$ cat src/rtl/pgse_pkg.sv
`timescale 1ns / 1ps
package pgse_pkg;

	localparam int TimeW = 36;
	localparam int CordicIter = 28;
	localparam int CordicW = 34;
	localparam logic signed [CordicW-1:0] CordicGain = 34'sd652032874;

	typedef enum logic [2:0] {
		REG_DIR_X = 3'd0,
		REG_DIR_Y = 3'd1,
		REG_DIR_Z = 3'd2,
		REG_AMP = 3'd3,
		REG_SEP = 3'd4,
		REG_WID = 3'd5,
		REG_TE = 3'd6,
		REG_GAMMA = 3'd7
	} reg_idx_t;

	typedef struct packed {
		logic [31:0] te;
		logic [31:0] sep;
		logic [31:0] wid;
	} fcfg_t;

	typedef struct packed {
		logic [31:0] dir_x;
		logic [31:0] dir_y;
		logic [31:0] dir_z;
		logic [31:0] amp;
		logic [31:0] gamma;
	} bcfg_t;

	typedef struct packed {
		logic signed [TimeW-1:0] net;
		logic [31:0] dx;
		logic [31:0] dy;
		logic [31:0] dz;
		logic done;
	} step_t;

	function automatic logic [31:0] atan_turn(input logic [4:0] i);
		logic [31:0] r;
		unique case (i)
			5'd0: r = 32'h20000000;
			5'd1: r = 32'h12E4051E;
			5'd2: r = 32'h09FB385B;
			5'd3: r = 32'h051111D4;
			5'd4: r = 32'h028B0D43;
			5'd5: r = 32'h0145D7E1;
			5'd6: r = 32'h00A2F61E;
			5'd7: r = 32'h00517C55;
			5'd8: r = 32'h0028BE53;
			5'd9: r = 32'h00145F2F;
			5'd10: r = 32'h000A2F98;
			5'd11: r = 32'h000517CC;
			5'd12: r = 32'h00028BE6;
			5'd13: r = 32'h000145F3;
			5'd14: r = 32'h0000A2FA;
			5'd15: r = 32'h0000517D;
			5'd16: r = 32'h000028BE;
			5'd17: r = 32'h0000145F;
			5'd18: r = 32'h00000A30;
			5'd19: r = 32'h00000518;
			5'd20: r = 32'h0000028C;
			5'd21: r = 32'h00000146;
			5'd22: r = 32'h000000A3;
			5'd23: r = 32'h00000051;
			5'd24: r = 32'h00000029;
			5'd25: r = 32'h00000014;
			5'd26: r = 32'h0000000A;
			5'd27: r = 32'h00000005;
			default: r = 32'h0;
		endcase
		return r;
	endfunction

endpackage

$ cat src/rtl/pgse_front.sv
`timescale 1ns / 1ps
module pgse_front (
	input  logic clk,
	input  logic arst_n,
	input  pgse_pkg::fcfg_t cfg,
	input  logic in_valid,
	output logic in_stall,
	input  logic [31:0] time_now,
	input  logic [31:0] time_prev,
	input  logic [31:0] disp_x,
	input  logic [31:0] disp_y,
	input  logic [31:0] disp_z,
	input  logic end_of_walker,
	input  logic queue_full,
	output logic push,
	output pgse_pkg::step_t push_item
);
	typedef struct packed {
		logic [31:0] dx;
		logic [31:0] dy;
		logic [31:0] dz;
		logic done;
	} carry_t;

	logic adv;
	logic v_s1, v_s2, v_s3;
	carry_t c_s1, c_s2, c_s3;
	logic signed [pgse_pkg::TimeW-1:0] lo_s1, hi_s1, pad_s1, big_s1, wid_s1;
	logic signed [pgse_pkg::TimeW-1:0] lo_s2, hi_s2, a1_s2, b1_s2, a2_s2, b2_s2;
	logic signed [pgse_pkg::TimeW-1:0] d1_s3, d2_s3;
	logic signed [pgse_pkg::TimeW-1:0] tn2, tp2, te2, p1, p2;

	assign adv = !v_s3 || !queue_full;
	assign in_stall = !adv;
	assign push = v_s3 && !queue_full;

	assign tn2 = {3'b0, time_now, 1'b0};
	assign tp2 = {3'b0, time_prev, 1'b0};
	assign te2 = {3'b0, cfg.te, 1'b0};
	assign p1 = d1_s3[pgse_pkg::TimeW-1] ? '0 : d1_s3;
	assign p2 = d2_s3[pgse_pkg::TimeW-1] ? '0 : d2_s3;

	always_comb begin
		push_item.net = p1 - p2;
		push_item.dx = c_s3.dx;
		push_item.dy = c_s3.dy;
		push_item.dz = c_s3.dz;
		push_item.done = c_s3.done;
	end

	always_ff @(posedge clk or negedge arst_n) begin
		if (!arst_n) begin
			v_s1 <= 1'b0;
			v_s2 <= 1'b0;
			v_s3 <= 1'b0;
		end else if (adv) begin
			v_s1 <= in_valid;
			v_s2 <= v_s1;
			v_s3 <= v_s2;
		end
	end

	always_ff @(posedge clk) begin
		if (adv) begin
			c_s1 <= '{dx: disp_x, dy: disp_y, dz: disp_z, done: end_of_walker};
			lo_s1 <= tp2;
			hi_s1 <= (tn2 < te2) ? tn2 : te2;
			pad_s1 <= {4'b0, cfg.te} - {4'b0, cfg.sep} - {4'b0, cfg.wid};
			big_s1 <= {3'b0, cfg.sep, 1'b0};
			wid_s1 <= {3'b0, cfg.wid, 1'b0};
			c_s2 <= c_s1;
			lo_s2 <= lo_s1;
			hi_s2 <= hi_s1;
			a1_s2 <= pad_s1;
			b1_s2 <= pad_s1 + wid_s1;
			a2_s2 <= pad_s1 + big_s1;
			b2_s2 <= pad_s1 + big_s1 + wid_s1;
			c_s3 <= c_s2;
			d1_s3 <= ((hi_s2 < b1_s2) ? hi_s2 : b1_s2) - ((lo_s2 > a1_s2) ? lo_s2 : a1_s2);
			d2_s3 <= ((hi_s2 < b2_s2) ? hi_s2 : b2_s2) - ((lo_s2 > a2_s2) ? lo_s2 : a2_s2);
		end
	end
endmodule

$ cat config.mk
export PLATFORM = sky130hd
export DESIGN_NAME = pgse_front
export DESIGN_NICKNAME = d
export VERILOG_FILES = /design/src/rtl/pgse_pkg.sv /design/src/rtl/pgse_front.sv
export SDC_FILE = /design/constraint.sdc
export NUM_CORES = 2
export LEC_CHECK = 0
export BUFFER_PORTS_ARGS = -buffer_cell sky130_fd_sc_hd__buf_2
export CORE_ASPECT_RATIO = 1.2
export CORE_MARGIN = 3
export CORE_UTILIZATION = 45
export DETAILED_ROUTE_END_ITERATION = 8
export PLACE_DENSITY = 0.71
export SETUP_SLACK_MARGIN = 0.1
export SLEW_MARGIN = 20
export SYNTH_ARGS = -nofsm -noshare
export SYNTH_HDL_FRONTEND = slang
export SYNTH_SLANG_ARGS = --single-unit
$ cat constraint.sdc
create_clock -name clk -period 17.1 [get_ports clk]
set_input_delay 0.855 -clock clk [delete_from_list [all_inputs] [get_ports clk]]
set_output_delay 0.855 -clock clk [all_outputs]
set_load 0.1 [all_outputs]
==> load_flow_metrics.sql <==
INSERT INTO impl_metrics (metric_group, metric, value, unit) VALUES
('synthesis', 'synth-main-ff-cell', 'sky130_fd_sc_hd__edfxtp_1', ''),
('synthesis', 'ys_seq_area_share', '53.6', '%'),
('floorplan', 'fp.dieArea', '0.0945', 'mm^2'),
('timing', 'setup_viol', '0', ''),
('critical_path', 'setup.worst_path.end_class', 'flop', ''),
('route', 'drt_pass1_iterations', '5', ''),
('synthesis', 'postSynthCellCount', '3411', ''),
('critical_path', 'family_of_cells_with_the_greatest_summed_delay_on_the_critical_path', 'compound AO/OA/AOI/OAI gates', ''),
('floorplan', 'die-height', '336', 'um'),
('finish', 'leading_cell_type_in_the_layout_fill_and_taps_excluded', 'sky130_fd_sc_hd__edfxtp_1', ''),
('finish', 'area_growth', '15.3', '%'),
('finish', 'total_non_filler_cell_area_in_the_finished_layout', '0.0471', 'mm^2'),
('grt', 'global_route_wire_length_before_repair', '149000', 'um'),
('timing', 'max_freq', '0.145', 'GHz'),
('timing', 'totalNegativeSetupSlack', '0', 'ps'),
('finish', 'layout_common_cells', 'sky130_fd_sc_hd__edfxtp_1 (728), sky130_fd_sc_hd__ha_1 (426), sky130_fd_sc_hd__buf_2 (395)', ''),
('clock_network', 'postCtsHoldBufs', '1', ''),
('timing', 'slew_headroom', '31.3', '%'),
('critical_path', 'worstPathMaxFanout', '51', ''),
('finish', 'fillerInstances', '7689', ''),
('timing', 'timing.final.crit_share', '40.2', '%'),
('critical_path', 'critPathBufInv', '1', ''),
('place', 'portBuffers', '395', ''),
('timing', 'transition_at_the_pin_with_the_smallest_max_transition_slack', '1030', 'ps'),
('timing', 'unrepaired_setup_endpoints_after_global_routing', 'false', ''),
('critical_path', 'cp-start-kind', 'flop', ''),
('finish', 'design.final.nets', '4563', ''),
('place', 'placed_instance_area', '0.0443', 'mm^2'),
('synthesis', 'netlist-cell-type-count', '79', ''),
('timing', 'fin_ws', '10230', 'ps'),
('clock_network', 'cts_resized', '0', ''),
('place', 'dpl_worst_slack', '10240', 'ps'),
('floorplan', 'die-width', '281', 'um'),
('critical_path', 'crit-reg2reg-launch', 'hi_s2[21]', ''),
('route', 'ant_nets', '0', ''),
('critical_path', 'worst_r2r_endpoint', 'd2_s3[35]', ''),
('route', 'detail_route.drc_violations', '0', ''),
('critical_path', 'worst_path_max_delay_cell', 'sky130_fd_sc_hd__o21ai_0', ''),
('route', 'drt_wl_total', '98700', 'um'),
('place', 'post-dp-hpwl', '78500', 'um'),
('route', 'vias', '27212', ''),
('clock_network', 'worst_setup_hold_path_clk_slew', '70', 'ps'),
('run', 'number_of_max_cap_violations', '0', ''),
('critical_path', 'worst-setup-path-type', 'reg -> reg', ''),
('outcome', 'outcome', 'completed', ''),
('critical_path', 'crit_top_cell', 'sky130_fd_sc_hd__a21o_1', ''),
('grt', 'antenna_found_initial', '29', ''),
('floorplan', 'start_util', '45.6', '%'),
('critical_path', 'depth_of_the_worst_register_to_register_path', '25', ''),
('grt', 'first_global_vias', '27032', ''),
('timing', 'finalMaxSlewViolations', '0', ''),
('grt', 'gr-usage-all-layers', '20.6', '%'),
('place', 'place_congestion', '0.900', ''),
('timing', 'clock-skew-final', '39.8', 'ps'),
('timing', 'min_period', '6870', 'ps'),
('clock_network', 'clockRootBuffer', 'sky130_fd_sc_hd__clkbuf_16', ''),
('route', 'wl_per_cell', '19.3', 'um'),
('floorplan', 'design.portCount', '396', ''),
('worst_hold_path', 'hold_ep', 'c_s1[89]', ''),
('worst_hold_path', 'worstHoldPathCells', '1', ''),
('critical_path', 'critPathRequiredTime', '17490', 'ps'),
('worst_hold_path', 'holdCritStartpoint', 'disp_x[24]', ''),
('critical_path', 'crit_start', 'hi_s2[21]', ''),
('clock_network', 'tritoncts', 'built', ''),
('clock_network', 'clock_tree.buffer_depth', '3', ''),
('grt', 'grt_max_degree', '83', ''),
('clock_network', 'postCtsSetupBuffers', '0', ''),
('clock_network', 'htreeDepth', '3', ''),
('timing', 'report.final.hold_viol_count', '0', ''),
('clock_network', 'clk-insertion-delay-late', '650', 'ps'),
('synthesis', 'synthesis.yosys.warnings', '0', '');
==> worst max-delay path by stage <==
stage                end  slack, ps  cells after the start
2_1_floorplan   in_stall       2730                      2
3_3_place_gp   d2_s3[35]      10330                     25
3_5_place_dp   d2_s3[35]      10240                     25
4_1_cts        d2_s3[35]      10260                     25
5_1_grt        d2_s3[35]       9880                     25
6_report       d2_s3[35]      10230                     25
==> cell usage after synthesis, drive strengths merged, types with 4 or more instances <==
master	n	area [um^2]
a221oi	7	61.3
o311ai	5	43.8
mux2	34	383
o2111ai	10	87.6
inv	298	1120
a31o	5	43.8
a21oi	245	1230
and2	11	68.8
xor2	65	569
a2111oi	5	56.3
a21o	163	1220
fa	8	160
a211oi	28	228
ha	426	5330
o211ai	19	143
nor2b	86	538
a41oi	4	42.6
buf	9	61.3
o21ai	213	1070
or4	5	37.5
a211o	6	52.6
or3	4	30.0
nor2	156	586
mux2i	65	651
xnor2	170	1490
o21bai	28	210
o31a	7	61.3
and4	7	61.3
nand2b	77	482
o41ai	6	78.8
o221ai	4	35.0
nand3b	5	37.5
and3	28	175
o21a	55	413
a31oi	25	171
nand4	44	288
o31ai	6	45.0
nor4	5	31.3
clkbuf	27	101
nor3	35	175
a21boi	10	75.1
edfxtp	728	21900
nand2	189	709
nand3	45	230
==> per-stage QoR <==
stage | std cells | hold slack, ps
after floorplan | 3412 | 400
after global placement | 4947 | 400
after global routing | 5105 | 342
final | 5108 | 375
after detailed placement | 4947 | 405
after CTS | 5091 | 335
==> cell families (layout without fill, tap and decap cells) <==
kind of cell / after synthesis / after routing / share of synthesized area, %
buf+inv: 334 / 854 / 3.13
flops: 731 / 731 / 53.6
xor+xnor: 235 / 235 / 5.03
mux: 99 / 99 / 2.53
simple gates: 709 / 709 / 8.67
compound gates: 868 / 868 / 13.5
other cells: 1 / 19 / 0.00917
fa+ha+maj: 434 / 434 / 13.4
==> final cells by class <==
type / count / area (um^2) / share of cell area, %
well taps: 1159 / 1450 / 3.08
diodes: 17 / 42.5 / 0.0902
repair buffers: 413 / 2110 / 4.49
clock inverters: 58 / 806 / 1.71
clock buffers: 85 / 1960 / 4.15
multi-input cells: 2347 / 17700 / 37.6
flip-flops and latches: 731 / 21900 / 46.5
inverters: 298 / 1120 / 2.37
==> registers in the layout, indices dropped and copies added, names as in the netlist <==
name / cells
a1_s2: 34
a2_s2: 35
b1_s2: 35
b2_s2: 35
big_s1: 32
c_s1: 97
c_s2: 97
d1_s3: 36
d2_s3: 36
hi_s1: 32
hi_s2: 32
lo_s1: 32
lo_s2: 32
pad_s1: 34
push_item: 97
v_s1: 1
v_s2: 1
v_s3: 1
wid_s1: 32
==> per-layer routing <==
metal | up-vias | GRT usage (%) | wire length, um | part of all wire (%)
li1 | 13616 | - | - | -
met1 | 12715 | 25.7 | 41200 | 42
met2 | 668 | 35.2 | 47800 | 48
met3 | 197 | 3.94 | 5680 | 5.8
met4 | 16 | 8.44 | 3830 | 3.9
met5 | - | 0 | 110 | 0.11
Power is left out: the tool's default activity adds up to more than one toggle a clock period on the data nets, which glitch-free logic cannot reach.
