File: src/rtl/pgse_pkg.sv
`timescale 1ns / 1ps
package pgse_pkg;

	localparam int TimeW = 36;
	localparam int CordicIter = 28;
	localparam int CordicW = 34;
	localparam logic signed [CordicW-1:0] CordicGain = 34'sd652032874;

	typedef enum logic [2:0] {
		REG_DIR_X = 3'd0,
		REG_DIR_Y = 3'd1,
		REG_DIR_Z = 3'd2,
		REG_AMP = 3'd3,
		REG_SEP = 3'd4,
		REG_WID = 3'd5,
		REG_TE = 3'd6,
		REG_GAMMA = 3'd7
	} reg_idx_t;

	typedef struct packed {
		logic [31:0] te;
		logic [31:0] sep;
		logic [31:0] wid;
	} fcfg_t;

	typedef struct packed {
		logic [31:0] dir_x;
		logic [31:0] dir_y;
		logic [31:0] dir_z;
		logic [31:0] amp;
		logic [31:0] gamma;
	} bcfg_t;

	typedef struct packed {
		logic signed [TimeW-1:0] net;
		logic [31:0] dx;
		logic [31:0] dy;
		logic [31:0] dz;
		logic done;
	} step_t;

	function automatic logic [31:0] atan_turn(input logic [4:0] i);
		logic [31:0] r;
		unique case (i)
			5'd0: r = 32'h20000000;
			5'd1: r = 32'h12E4051E;
			5'd2: r = 32'h09FB385B;
			5'd3: r = 32'h051111D4;
			5'd4: r = 32'h028B0D43;
			5'd5: r = 32'h0145D7E1;
			5'd6: r = 32'h00A2F61E;
			5'd7: r = 32'h00517C55;
			5'd8: r = 32'h0028BE53;
			5'd9: r = 32'h00145F2F;
			5'd10: r = 32'h000A2F98;
			5'd11: r = 32'h000517CC;
			5'd12: r = 32'h00028BE6;
			5'd13: r = 32'h000145F3;
			5'd14: r = 32'h0000A2FA;
			5'd15: r = 32'h0000517D;
			5'd16: r = 32'h000028BE;
			5'd17: r = 32'h0000145F;
			5'd18: r = 32'h00000A30;
			5'd19: r = 32'h00000518;
			5'd20: r = 32'h0000028C;
			5'd21: r = 32'h00000146;
			5'd22: r = 32'h000000A3;
			5'd23: r = 32'h00000051;
			5'd24: r = 32'h00000029;
			5'd25: r = 32'h00000014;
			5'd26: r = 32'h0000000A;
			5'd27: r = 32'h00000005;
			default: r = 32'h0;
		endcase
		return r;
	endfunction

endpackage

File: src/rtl/pgse_queue.sv
`timescale 1ns / 1ps
module pgse_queue (
	input  logic clk,
	input  logic arst_n,
	input  logic push,
	input  pgse_pkg::step_t push_item,
	output logic full,
	input  logic pop,
	output pgse_pkg::step_t head,
	output logic not_empty
);
	pgse_pkg::step_t mem [2];
	logic wp_q, rp_q;
	logic [1:0] cnt_q;

	assign full = cnt_q == 2'd2;
	assign not_empty = cnt_q != 2'd0;
	assign head = mem[rp_q];

	always_ff @(posedge clk) begin
		if (push) begin
			mem[wp_q] <= push_item;
		end
	end

	always_ff @(posedge clk or negedge arst_n) begin
		if (!arst_n) begin
			wp_q <= 1'b0;
			rp_q <= 1'b0;
			cnt_q <= 2'd0;
		end else begin
			if (push) wp_q <= !wp_q;
			if (pop) rp_q <= !rp_q;
			cnt_q <= cnt_q + {1'b0, push} - {1'b0, pop};
		end
	end
endmodule

File: config.mk
export PLATFORM = sky130hd
export DESIGN_NAME = pgse_queue
export DESIGN_NICKNAME = d
export VERILOG_FILES = /design/src/rtl/pgse_pkg.sv /design/src/rtl/pgse_queue.sv
export SDC_FILE = /design/constraint.sdc
export NUM_CORES = 1
export LEC_CHECK = 0
export ABC_AREA = 1
export BUFFER_PORTS_ARGS = -buffer_cell sky130_fd_sc_hd__buf_2
export CAP_MARGIN = 20
export CORE_ASPECT_RATIO = 2
export CORE_MARGIN = 8
export CORE_UTILIZATION = 35
export CTS_CLUSTER_DIAMETER = 60
export DETAILED_ROUTE_END_ITERATION = 10
export PLACE_DENSITY = 0.68
export SYNTH_ARGS = -nofsm -noshare
export SYNTH_HDL_FRONTEND = slang
export SYNTH_SLANG_ARGS = --single-unit
File: constraint.sdc
create_clock -name clk -period 7 [get_ports clk]
set_clock_uncertainty 0.1 [all_clocks]
set_input_delay 1.75 -clock clk [delete_from_list [all_inputs] [get_ports clk]]
set_output_delay 1.75 -clock clk [all_outputs]
set_load 0.02 [all_outputs]
==> impl_metrics.py, run 1 <==
metrics = {
    "placement": {
        "place_hpwl_mm": 16.48,
        "numPortBuffers": 271,
        "routabilityCongestion": 0.7944,
    },
    "clocking": {
        "cts_tree": "yes",
        "htreeDepth": 1,
        "clk_pin_slew_worst_paths_ns": 0.06,
        "clock_latency_ns": 0.52,
        "cts_made_buffers": 26,
        "root_buffer": "clkbuf_16",
        "post_cts.repair.setup_buffers": 0,
        "cts_num_sinks": 270,
        "hold_buffers": 0,
        "cts_max_path_buffers": 3,
        "cts.repair.resized": 0,
    },
    "critical_path": {
        "r2r_start": "wp_q",
        "criticalPathCategory": "flip-flop to output port",
        "crit_path_end_kind": "output port",
        "reg2reg_depth": 3,
        "crit_fanout": 90,
        "critPathArrivalTime_ns": 2.71,
        "cp.required_ns": 5.15,
        "reg2reg_to": "mem[1][74]",
        "startpoint": "rp_q",
        "r2r_slack_ns": 4.69,
        "worstSetupStartpointType": "flip-flop",
    },
    "synthesis": {
        "synth.cell_area_um2": 10460,
        "synth-seq-area-share_pct": 77.34,
        "synth_nets": 859,
        "yosysMostFrequentCell": "edfxtp_1",
        "synth_cells": 720,
        "yosysTopAreaCell": "edfxtp_1",
        "yosys_warnings": 0,
        "synth_top_area_share_pct": 76.38,
        "synthTopCellsByArea": "edfxtp_1 (76%), o21ai_2 (7.0%), inv_1 (5.0%), nand2_1 (5.0%), buf_6 (1.9%)",
        "synth_enable_flop_cells": 266,
        "ys_types": 15,
        "synth_common_cells": "edfxtp_1 (266), inv_1 (140), nand2_1 (140)",
        "ys.flop_type": "edfxtp_1",
        "syn_avg_cell_area_um2": 14.52,
        "yosys_register_bits": 270,
        "synthArstFlopShare_pct": 1.481,
    },
    "worst_hold_path": {
        "holdPathEnd": "wp_q",
        "hold_class": "flip-flop to flip-flop",
        "hold_start": "wp_q",
        "whs_path_depth": 1,
    },
    "drt": {
        "first_iter_violations": 277,
        "wl_mm": 23.29,
        "wire_per_inst_um": 16.78,
        "antenna_left": 0,
        "post_drt_via_cell_ratio": 4.424,
        "firstDrtPassIters": 4,
        "drcViolationCount": 0,
        "vias": 6140,
    },
    "floorplanning": {
        "initial_core_util_pct": 35.44,
        "rows": 89,
        "io_pins": 272,
        "die-area_um2": 36000,
        "die_h_um": 260.5,
        "die_w_um": 138.2,
        "coreArea_um2": 29510,
    },
    "power_and_ir_drop": {
        "power_uw": 5558,
        "internal_power_uw": 3489,
        "p_clk_share_pct": 24.4,
        "p_per_area_nw_per_um2": 430.0,
        "combPwrFrac_pct": 34.1,
        "p_leak_uw": 0.005453,
        "p_switching_uw": 2069,
        "peakVddDrop_mv": 0.2470,
        "seqPwrFrac_pct": 41.4,
        "p_sw_share_pct": 37.22,
    },
    "flow_run": {
        "maxCapViolCount": 0,
    },
    "global_route": {
        "globalRoute.totalOverflow": 0,
        "grt_pass1_wl_mm": 34.67,
        "grt_max_degree": 112,
        "globalRouteTotalUtil_pct": 12.39,
        "grt_antenna_before_repair": 14,
        "grt_pass1_vias": 6152,
    },
    "timing": {
        "fmax_mhz": 219.2,
        "rsz0062_at_grt": "no",
        "fin_setup_tns_ns": 0,
        "fin_crit_sh_pct": 65.19,
        "hold_viol": 0,
        "period_needed_ns": 4.563,
        "tightestPinTransition_ns": 1.045,
        "max_slew_margin_pct": 30.33,
        "finalSetupViolCount": 0,
        "slew_violations": 0,
    },
    "layout": {
        "final_util_pct": 43.79,
        "areaGrowthSynthToFinish_pct": 23.58,
        "layout-drive-gt1-share_pct": 39.45,
        "nets": 1133,
    },
    "outcome": {
        "status": "finished clean",
    },
}
==> worst max-delay path, stage by stage (launching register included) <==
cell     delay, ns
dfrtp_4       1.07
buf_4         0.53
nand2_1       0.08
o21ai_0       0.19
buf_2         0.25
==> worst max path at each step <==
stage,cells after the start,endpoint,slack [ns]
finish,4,head[6],2.44
global route,4,head[0],2.18
global placement,4,head[6],2.93
CTS,4,head[6],2.33
floorplan,2,mem[0][0],1.24
detailed placement,4,head[6],2.93
==> cell families (layout without fill, tap and decap cells) <==
logic type	count (synthesis)	count (layout)	share of synthesized area [%]
buf+inv	170	464	7.729
compound gates	133	133	9.380
xor+xnor	2	2	0.1675
other cells	0	10	0
simple gates	143	143	5.145
fa+ha+maj	2	2	0.2393
flops	270	270	77.34
==> layout make-up <==
class / instances / area, um2
sequential: 270 / 8092
inverter: 140 / 530.5
timing repair buffer: 276 / 1419
antenna: 10 / 25.02
fill: 2707 / 16590
clock buffer: 32 / 694.4
tap: 364 / 455.4
multi-input combinational: 280 / 1569
clock inverter: 16 / 138.9
==> routing by layer <==
layer	global-route usage, %	vias up	routed length (um)
met5	0	-	61
met1	11.43	2887	7575
li1	-	3012	-
met3	3.841	47	1633
met2	23.56	184	13150
met4	6.768	10	864
==> state kept, by name (all words and copies together), names as in the netlist <==
signal / count
mem: 266
cnt_q: 2
rp_q: 1
wp_q: 1
==> power by group through the flow <==
stage          Clock, uW  Combinational, uW  Sequential [uW]
6_report            1360               1900             2300
5_1_grt             1460               2070             2340
4_1_cts             1400               1950             2310
3_5_place_dp           0               1940             2340
3_3_place_gp           0               1930             2330
2_1_floorplan          0               1450             2270
==> cells in the final DEF, fill, tap and decap left out <==
cell type   count
nand3_1         1
inv_6           1
clkbuf_1        5
edfxtp_1      266
nor2_4          1
buf_4           3
clkinvlp_4      1
inv_1         139
dfrtp_1         3
xor2_1          2
dfrtp_4         1
o21ai_1        21
clkbuf_16      27
buf_12          2
nor2_1          1
diode_2        10
clkinv_4        2
inv_8           1
clkinv_1        6
bufinv_16       2
o21ai_2        84
o21ai_0        28
clkinv_2        4
ha_1            2
buf_2         271
nand2_1       140
==> stage by stage <==
step           cell area (um2)  hold slack, ns  setup WS, ns  instances
2_1_floorplan            10460          0.3810         1.236        720
3_3_place_gp             12070          0.4303         2.933       1330
3_5_place_dp             12070          0.4342         2.930       1330
4_1_cts                  12900          0.4470         2.333       1378
5_1_grt                  12920          0.4711         2.181       1385
6_report                 12920          0.4411         2.437       1388
No activity file was read; power rests on OpenSTA's default activity.
==> run 2: changes to the inputs <==
Settings changed: PLACE_DENSITY 0.68 to 0.66.
Clock period 7 ns to 4.3 ns, I/O delays scaled along.
==> run 2 against run 1 <==
Against the previous run:
- register-to-register slack lost 2.4 ns
- clock-buffer cell count grew 1
- worst hold slack worse by 0.19 ns
- design area is essentially flat
==> impl_metrics.py, run 2 (synthesized netlist as in run 1, its figures left out) <==
metrics = {
    "critical_path": {
        "reg2reg_depth": 3,
        "crit_path_end_kind": "output port",
        "criticalPathCategory": "flip-flop to output port",
        "critPathArrivalTime_ns": 2.26,
        "crit_fanout": 47,
        "cp.required_ns": 3.12,
        "worstSetupStartpointType": "flip-flop",
    },
    "global_route": {
        "grt_max_degree": 87,
        "grt_pass1_vias": 6334,
        "grt_pass1_wl_mm": 35.27,
        "grt_antenna_before_repair": 15,
        "globalRouteTotalUtil_pct": 12.58,
        "globalRoute.totalOverflow": 0,
    },
    "floorplanning": {
        "die_h_um": 260.5,
        "die_w_um": 138.2,
        "io_pins": 272,
        "rows": 89,
        "die-area_um2": 36000,
        "initial_core_util_pct": 35.44,
        "coreArea_um2": 29510,
    },
    "clocking": {
        "root_buffer": "clkbuf_16",
        "cts_max_path_buffers": 3,
        "clock_latency_ns": 0.52,
        "cts_num_sinks": 270,
        "cts_tree": "yes",
        "post_cts.repair.setup_buffers": 0,
        "cts.repair.resized": 0,
        "cts_made_buffers": 25,
        "clk_pin_slew_worst_paths_ns": 0.07,
        "htreeDepth": 1,
        "hold_buffers": 0,
    },
    "layout": {
        "final_cell_mix": "buf_2 (271), edfxtp_1 (266), nand2_1 (140)",
        "mostFrequentLayoutCell": "buf_2",
        "nets": 1135,
        "regMostFlops": "mem",
        "final_area_um2": 12930,
        "areaGrowthSynthToFinish_pct": 23.62,
        "top_regs": "mem (266), cnt_q (2)",
        "n_fill_cell": 2663,
        "largest_reg_flops": 266,
        "final_util_pct": 43.81,
        "layout-drive-gt1-share_pct": 39.39,
    },
    "timing": {
        "max_slew_margin_pct": 48.02,
        "fin_crit_sh_pct": 79.81,
        "hold_viol": 0,
        "layout_setup_ws_ns": 0.8681,
        "finalSetupViolCount": 0,
        "rsz0062_at_grt": "no",
        "holdWs_ns": 0.2495,
        "tightestPinTransition_ns": 0.7797,
        "fmax_mhz": 291.4,
        "slew_violations": 0,
        "fin_setup_tns_ns": 0,
        "period_needed_ns": 3.432,
    },
    "outcome": {
        "status": "finished clean",
    },
    "power_and_ir_drop": {
        "p_leak_uw": 0.005451,
        "p_per_area_nw_per_um2": 700.4,
        "peakVddDrop_mv": 0.4640,
    },
    "drt": {
        "wl_mm": 23.62,
        "post_drt_via_cell_ratio": 4.459,
        "antenna_left": 0,
        "vias": 6180,
        "first_iter_violations": 365,
        "drcViolationCount": 0,
        "wire_per_inst_um": 17.04,
        "firstDrtPassIters": 4,
    },
    "placement": {
        "numPortBuffers": 271,
        "placedInstanceArea_um2": 12110,
        "pre_cts_slack_ns": 1.370,
        "place_hpwl_mm": 16.67,
        "routabilityCongestion": 0.8032,
    },
    "worst_hold_path": {
        "hold_class": "primary input to asynchronous set/reset pin",
    },
    "flow_run": {
        "maxCapViolCount": 0,
    },
}
## run 2: changes by cell type in the layout (fill, tap and decap cells not counted), moves of 2 or more
cell	before	now
buf_12	2	4
clkbuf_16	27	25
clkinv_1	6	3
clkbuf_1	5	8
clkinv_2	4	2
## run 2: critical path, stage by stage, from the launching register on
cell and delay [ns]:
dfrtp_4 0.75, buf_4 0.48, nand2_1 0.08, o21ai_0 0.17
buf_2 0.24
## run 2: where the power goes
| part | total [uW] | switching [uW] | internal (uW) | leakage (uW) |
|---|---|---|---|---|
| Sequential | 3670 | 178 | 3490 | 0.00254 |
| Clock | 2180 | 923 | 1250 | 0.000381 |
| Combinational | 3210 | 2270 | 941 | 0.00253 |
| Total | 9050 | 3370 | 5690 | 0.00545 |
## run 2: final cells by class
cell class | count | area, um2 | share of cell area, %
Timing Repair Buffer | 279 | 1466 | 11.34
Sequential cell | 270 | 8092 | 62.59
Inverter | 140 | 530.5 | 4.104
Tap cell | 364 | 455.4 | 3.523
Antenna cell | 9 | 22.52 | 0.1742
Multi-Input combinational cell | 280 | 1569 | 12.14
Clock inverter | 11 | 136.4 | 1.055
Clock buffer | 33 | 655.6 | 5.072
## run 2: through the flow
| stage | power, uW | instances |
|---|---|---|
| finish | 9055 | 1386 |
| global route | 9566 | 1385 |
| CTS | 9246 | 1377 |
| detailed placement | 7025 | 1333 |
| global placement | 6971 | 1333 |
| floorplan | 6048 | 720 |
## run 2: worst paths after layout
kind                         from    endpoint  slack, ns
min in group clk             wp_q        wp_q       0.45
min                        arst_n        wp_q       0.25
max in group asynchronous  arst_n        rp_q       3.70
max                          rp_q     head[9]       0.87
min reg2reg                  wp_q        wp_q       0.45
max reg2reg                  wp_q  mem[1][54]       2.28
## run 2: metal layers
metal	vias to the layer above	part of all wire, %	track usage, %	routed length [um]
met5	-	0.28	0	66
met4	10	3.8	6.920	900
met3	51	7.0	3.768	1661
met2	191	57	24.30	13500
met1	2919	32	11.32	7494
li1	3009	-	-	-
==> run 3: changes to the inputs <==
Settings changed: ABC_AREA 1 to 0, PLACE_DENSITY 0.66 to 0.68.
Clock period 4.3 ns to 2.9 ns, I/O delays scaled along.
==> run 3 against run 2 <==
Against the previous run:
- sequential power increased by 46%
- combinational power increased by 37%
- non-clock buffer count increased by 1
- routed wire length decreased by 8.7%
- clock-buffer cell count decreased by 7
- design area decreased by 2.7%
- sequential cell count unchanged
- core utilization increased by 0.82 points
- largest power group unchanged
==> impl_metrics.py, run 3 <==
metrics = {
    "outcome": {
        "status": "finished clean",
    },
    "critical_path": {
        "cpPeakStageDelay_ns": 0.47,
        "crit_buf_inv": 2,
        "crit_fanout": 50,
        "cp_top_family": "flip-flops",
        "criticalPathCategory": "flip-flop to output port",
        "crit_chain": "buf_12 -> mux2_2 -> buf_2",
        "cp.required_ns": 2.08,
        "r2r_slack_ns": 1.31,
        "critPathArrivalTime_ns": 1.89,
        "slowest_stage": "dfrtp_4",
        "startpoint": "rp_q",
        "r2r_start": "wp_q",
        "worstSetupStartpointType": "flip-flop",
        "crit_path_end_kind": "output port",
    },
    "power_and_ir_drop": {
        "peakVddDrop_mv": 0.7886,
        "p_per_area_nw_per_um2": 1004,
        "p_leak_uw": 0.004859,
        "power_uw": 12630,
    },
    "drt": {
        "antenna_left": 0,
        "firstDrtPassIters": 4,
        "wire_per_inst_um": 19.69,
        "first_iter_violations": 164,
        "vias": 4975,
        "wl_mm": 21.57,
        "post_drt_via_cell_ratio": 4.543,
        "drcViolationCount": 0,
    },
    "synthesis": {
        "synthArstFlopShare_pct": 1.481,
        "yosysTopAreaCell": "edfxtp_1",
        "synth_xor_xnor_area_share_pct": 0.4115,
        "synth_compound_area_share_pct": 0,
        "yosys_register_bits": 270,
        "synth_top_area_share_pct": 79.60,
        "yosysMostFrequentCell": "edfxtp_1",
        "synth_fa_ha_area_share_pct": 0.2494,
        "synthTopCellsByArea": "edfxtp_1 (80%), mux2_4 (9.0%), mux2_2 (8.2%), dfrtp_1 (1.0%), buf_6 (0.90%)",
        "yosys.area_share.simple_pct": 0.2494,
        "synth_cells": 429,
        "ys.flop_type": "edfxtp_1",
        "syn_avg_cell_area_um2": 23.39,
        "synth_top_family_by_area": "multiplexers",
        "yosys_warnings": 0,
        "synth_enable_flop_cells": 266,
        "ys_types": 13,
        "synth-seq-area-share_pct": 80.60,
        "synth_mux_area_share_pct": 17.17,
        "synth_nets": 568,
        "synth.cell_area_um2": 10030,
        "synth_common_cells": "edfxtp_1 (266), mux2_2 (73), mux2_4 (60)",
    },
    "global_route": {
        "globalRouteTotalUtil_pct": 12.01,
        "grt_antenna_before_repair": 5,
        "grt_pass1_wl_mm": 31.29,
        "grt_max_degree": 102,
        "globalRoute.totalOverflow": 0,
        "grt_pass1_vias": 5390,
    },
    "timing": {
        "fmax_mhz": 368.7,
        "rsz0062_at_grt": "no",
        "slew_violations": 0,
        "hold_viol": 0,
        "finalSetupViolCount": 0,
        "tightestPinTransition_ns": 0.6065,
        "max_slew_margin_pct": 59.57,
        "fin_crit_sh_pct": 93.54,
        "period_needed_ns": 2.713,
    },
    "clocking": {
        "post_cts.repair.setup_buffers": 0,
        "root_buffer": "clkbuf_16",
        "htreeDepth": 1,
        "cts.repair.resized": 0,
        "cts_tree": "yes",
        "hold_buffers": 1,
        "clock_latency_ns": 0.51,
        "cts_made_buffers": 23,
        "cts_max_path_buffers": 3,
        "cts_num_sinks": 270,
        "clk_pin_slew_worst_paths_ns": 0.07,
    },
    "floorplanning": {
        "rows": 87,
        "die_w_um": 135.7,
        "io_pins": 272,
        "coreArea_um2": 28190,
        "initial_core_util_pct": 35.59,
        "die-area_um2": 34670,
        "die_h_um": 255.5,
    },
    "layout": {
        "final_cell_mix": "buf_2 (271), edfxtp_1 (266), mux2_2 (73)",
        "layout-drive-gt1-share_pct": 61.09,
        "final_util_pct": 44.62,
        "n_fill_cell": 2490,
        "regMostFlops": "mem",
        "mostFrequentLayoutCell": "buf_2",
        "top_regs": "mem (266), cnt_q (2)",
        "largest_reg_flops": 266,
        "areaGrowthSynthToFinish_pct": 25.37,
        "nets": 858,
    },
    "placement": {
        "numPortBuffers": 271,
        "routabilityCongestion": 0.7548,
        "place_hpwl_mm": 15.32,
    },
    "worst_hold_path": {
        "hold_class": "primary input to flip-flop",
        "hold_start": "push_item[9]",
    },
    "flow_run": {
        "maxCapViolCount": 0,
    },
}
-- run 3: layout make-up --
cell class / count / area, um2 / area share, %
Timing Repair Buffer: 280 / 1514 / 12.03
Inverter: 2 / 7.507 / 0.05967
Tap cell: 356 / 445.4 / 3.541
Clock inverter: 15 / 101.3 / 0.8056
Sequential cell: 270 / 8092 / 64.32
Multi-Input combinational cell: 142 / 1824 / 14.50
Antenna cell: 4 / 10.01 / 0.07956
Clock buffer: 26 / 586.8 / 4.664
-- run 3: power by group --
| group | internal (uW) | leakage, uW | switching, uW | total (uW) |
|---|---|---|---|---|
| registers | 5180 | 0.00254 | 181 | 5360 |
| clock network | 1540 | 0.000333 | 1310 | 2860 |
| logic | 1840 | 0.00198 | 2570 | 4410 |
| total | 8560 | 0.00486 | 4070 | 12600 |
-- run 3: through the flow --
| stage | setup TNS [ns] | cells | hold slack (ns) | area [um2] | setup WS [ns] |
|---|---|---|---|---|---|
| after global routing | 0 | 1095 | 0.2715 | 12580 | 0.1027 |
| after CTS | 0 | 1091 | 0.2602 | 12570 | 0.1339 |
| after global placement | 0 | 1049 | 0.4282 | 11870 | 0.7269 |
| after detailed placement | 0 | 1049 | 0.4306 | 11870 | 0.7078 |
| after floorplan | -49.72 | 429 | 0.3294 | 10040 | -0.3559 |
| final | 0 | 1095 | 0.2977 | 12580 | 0.1874 |
-- run 3: path summary, 6_finish.rpt --
kind | end | cells past startpoint
max in group asynchronous | rp_q | 2
min in group asynchronous | cnt_q[0] | 2
setup / recovery | head[33] | 3
setup reg to reg | mem[1][61] | 2
hold / removal | mem[0][9] | 1
hold reg to reg | wp_q | 1
-- run 3: cell families after synthesis --
| group | Yosys count |
|---|---|
| flip-flops | 270 |
| XOR/XNOR | 3 |
| adder cells (fa/ha/maj) | 2 |
| AND/OR/NAND/NOR | 4 |
| multiplexers | 133 |
| buffers and inverters | 17 |
-- run 3: worst reg2reg max path: stages (launching register included) --
cell and delay, ns:
dfrtp_1 0.42, and2_4 0.19, buf_12 0.41
-- run 3: metal layers --
layer  GRT usage, %  up-vias  share of wire, %
met3          3.125       39               7.0
met4          6.019        2               3.8
li1               -     2289                 -
met1          10.83     2483                31
met5              0        -             0.060
met2          23.26      162                58
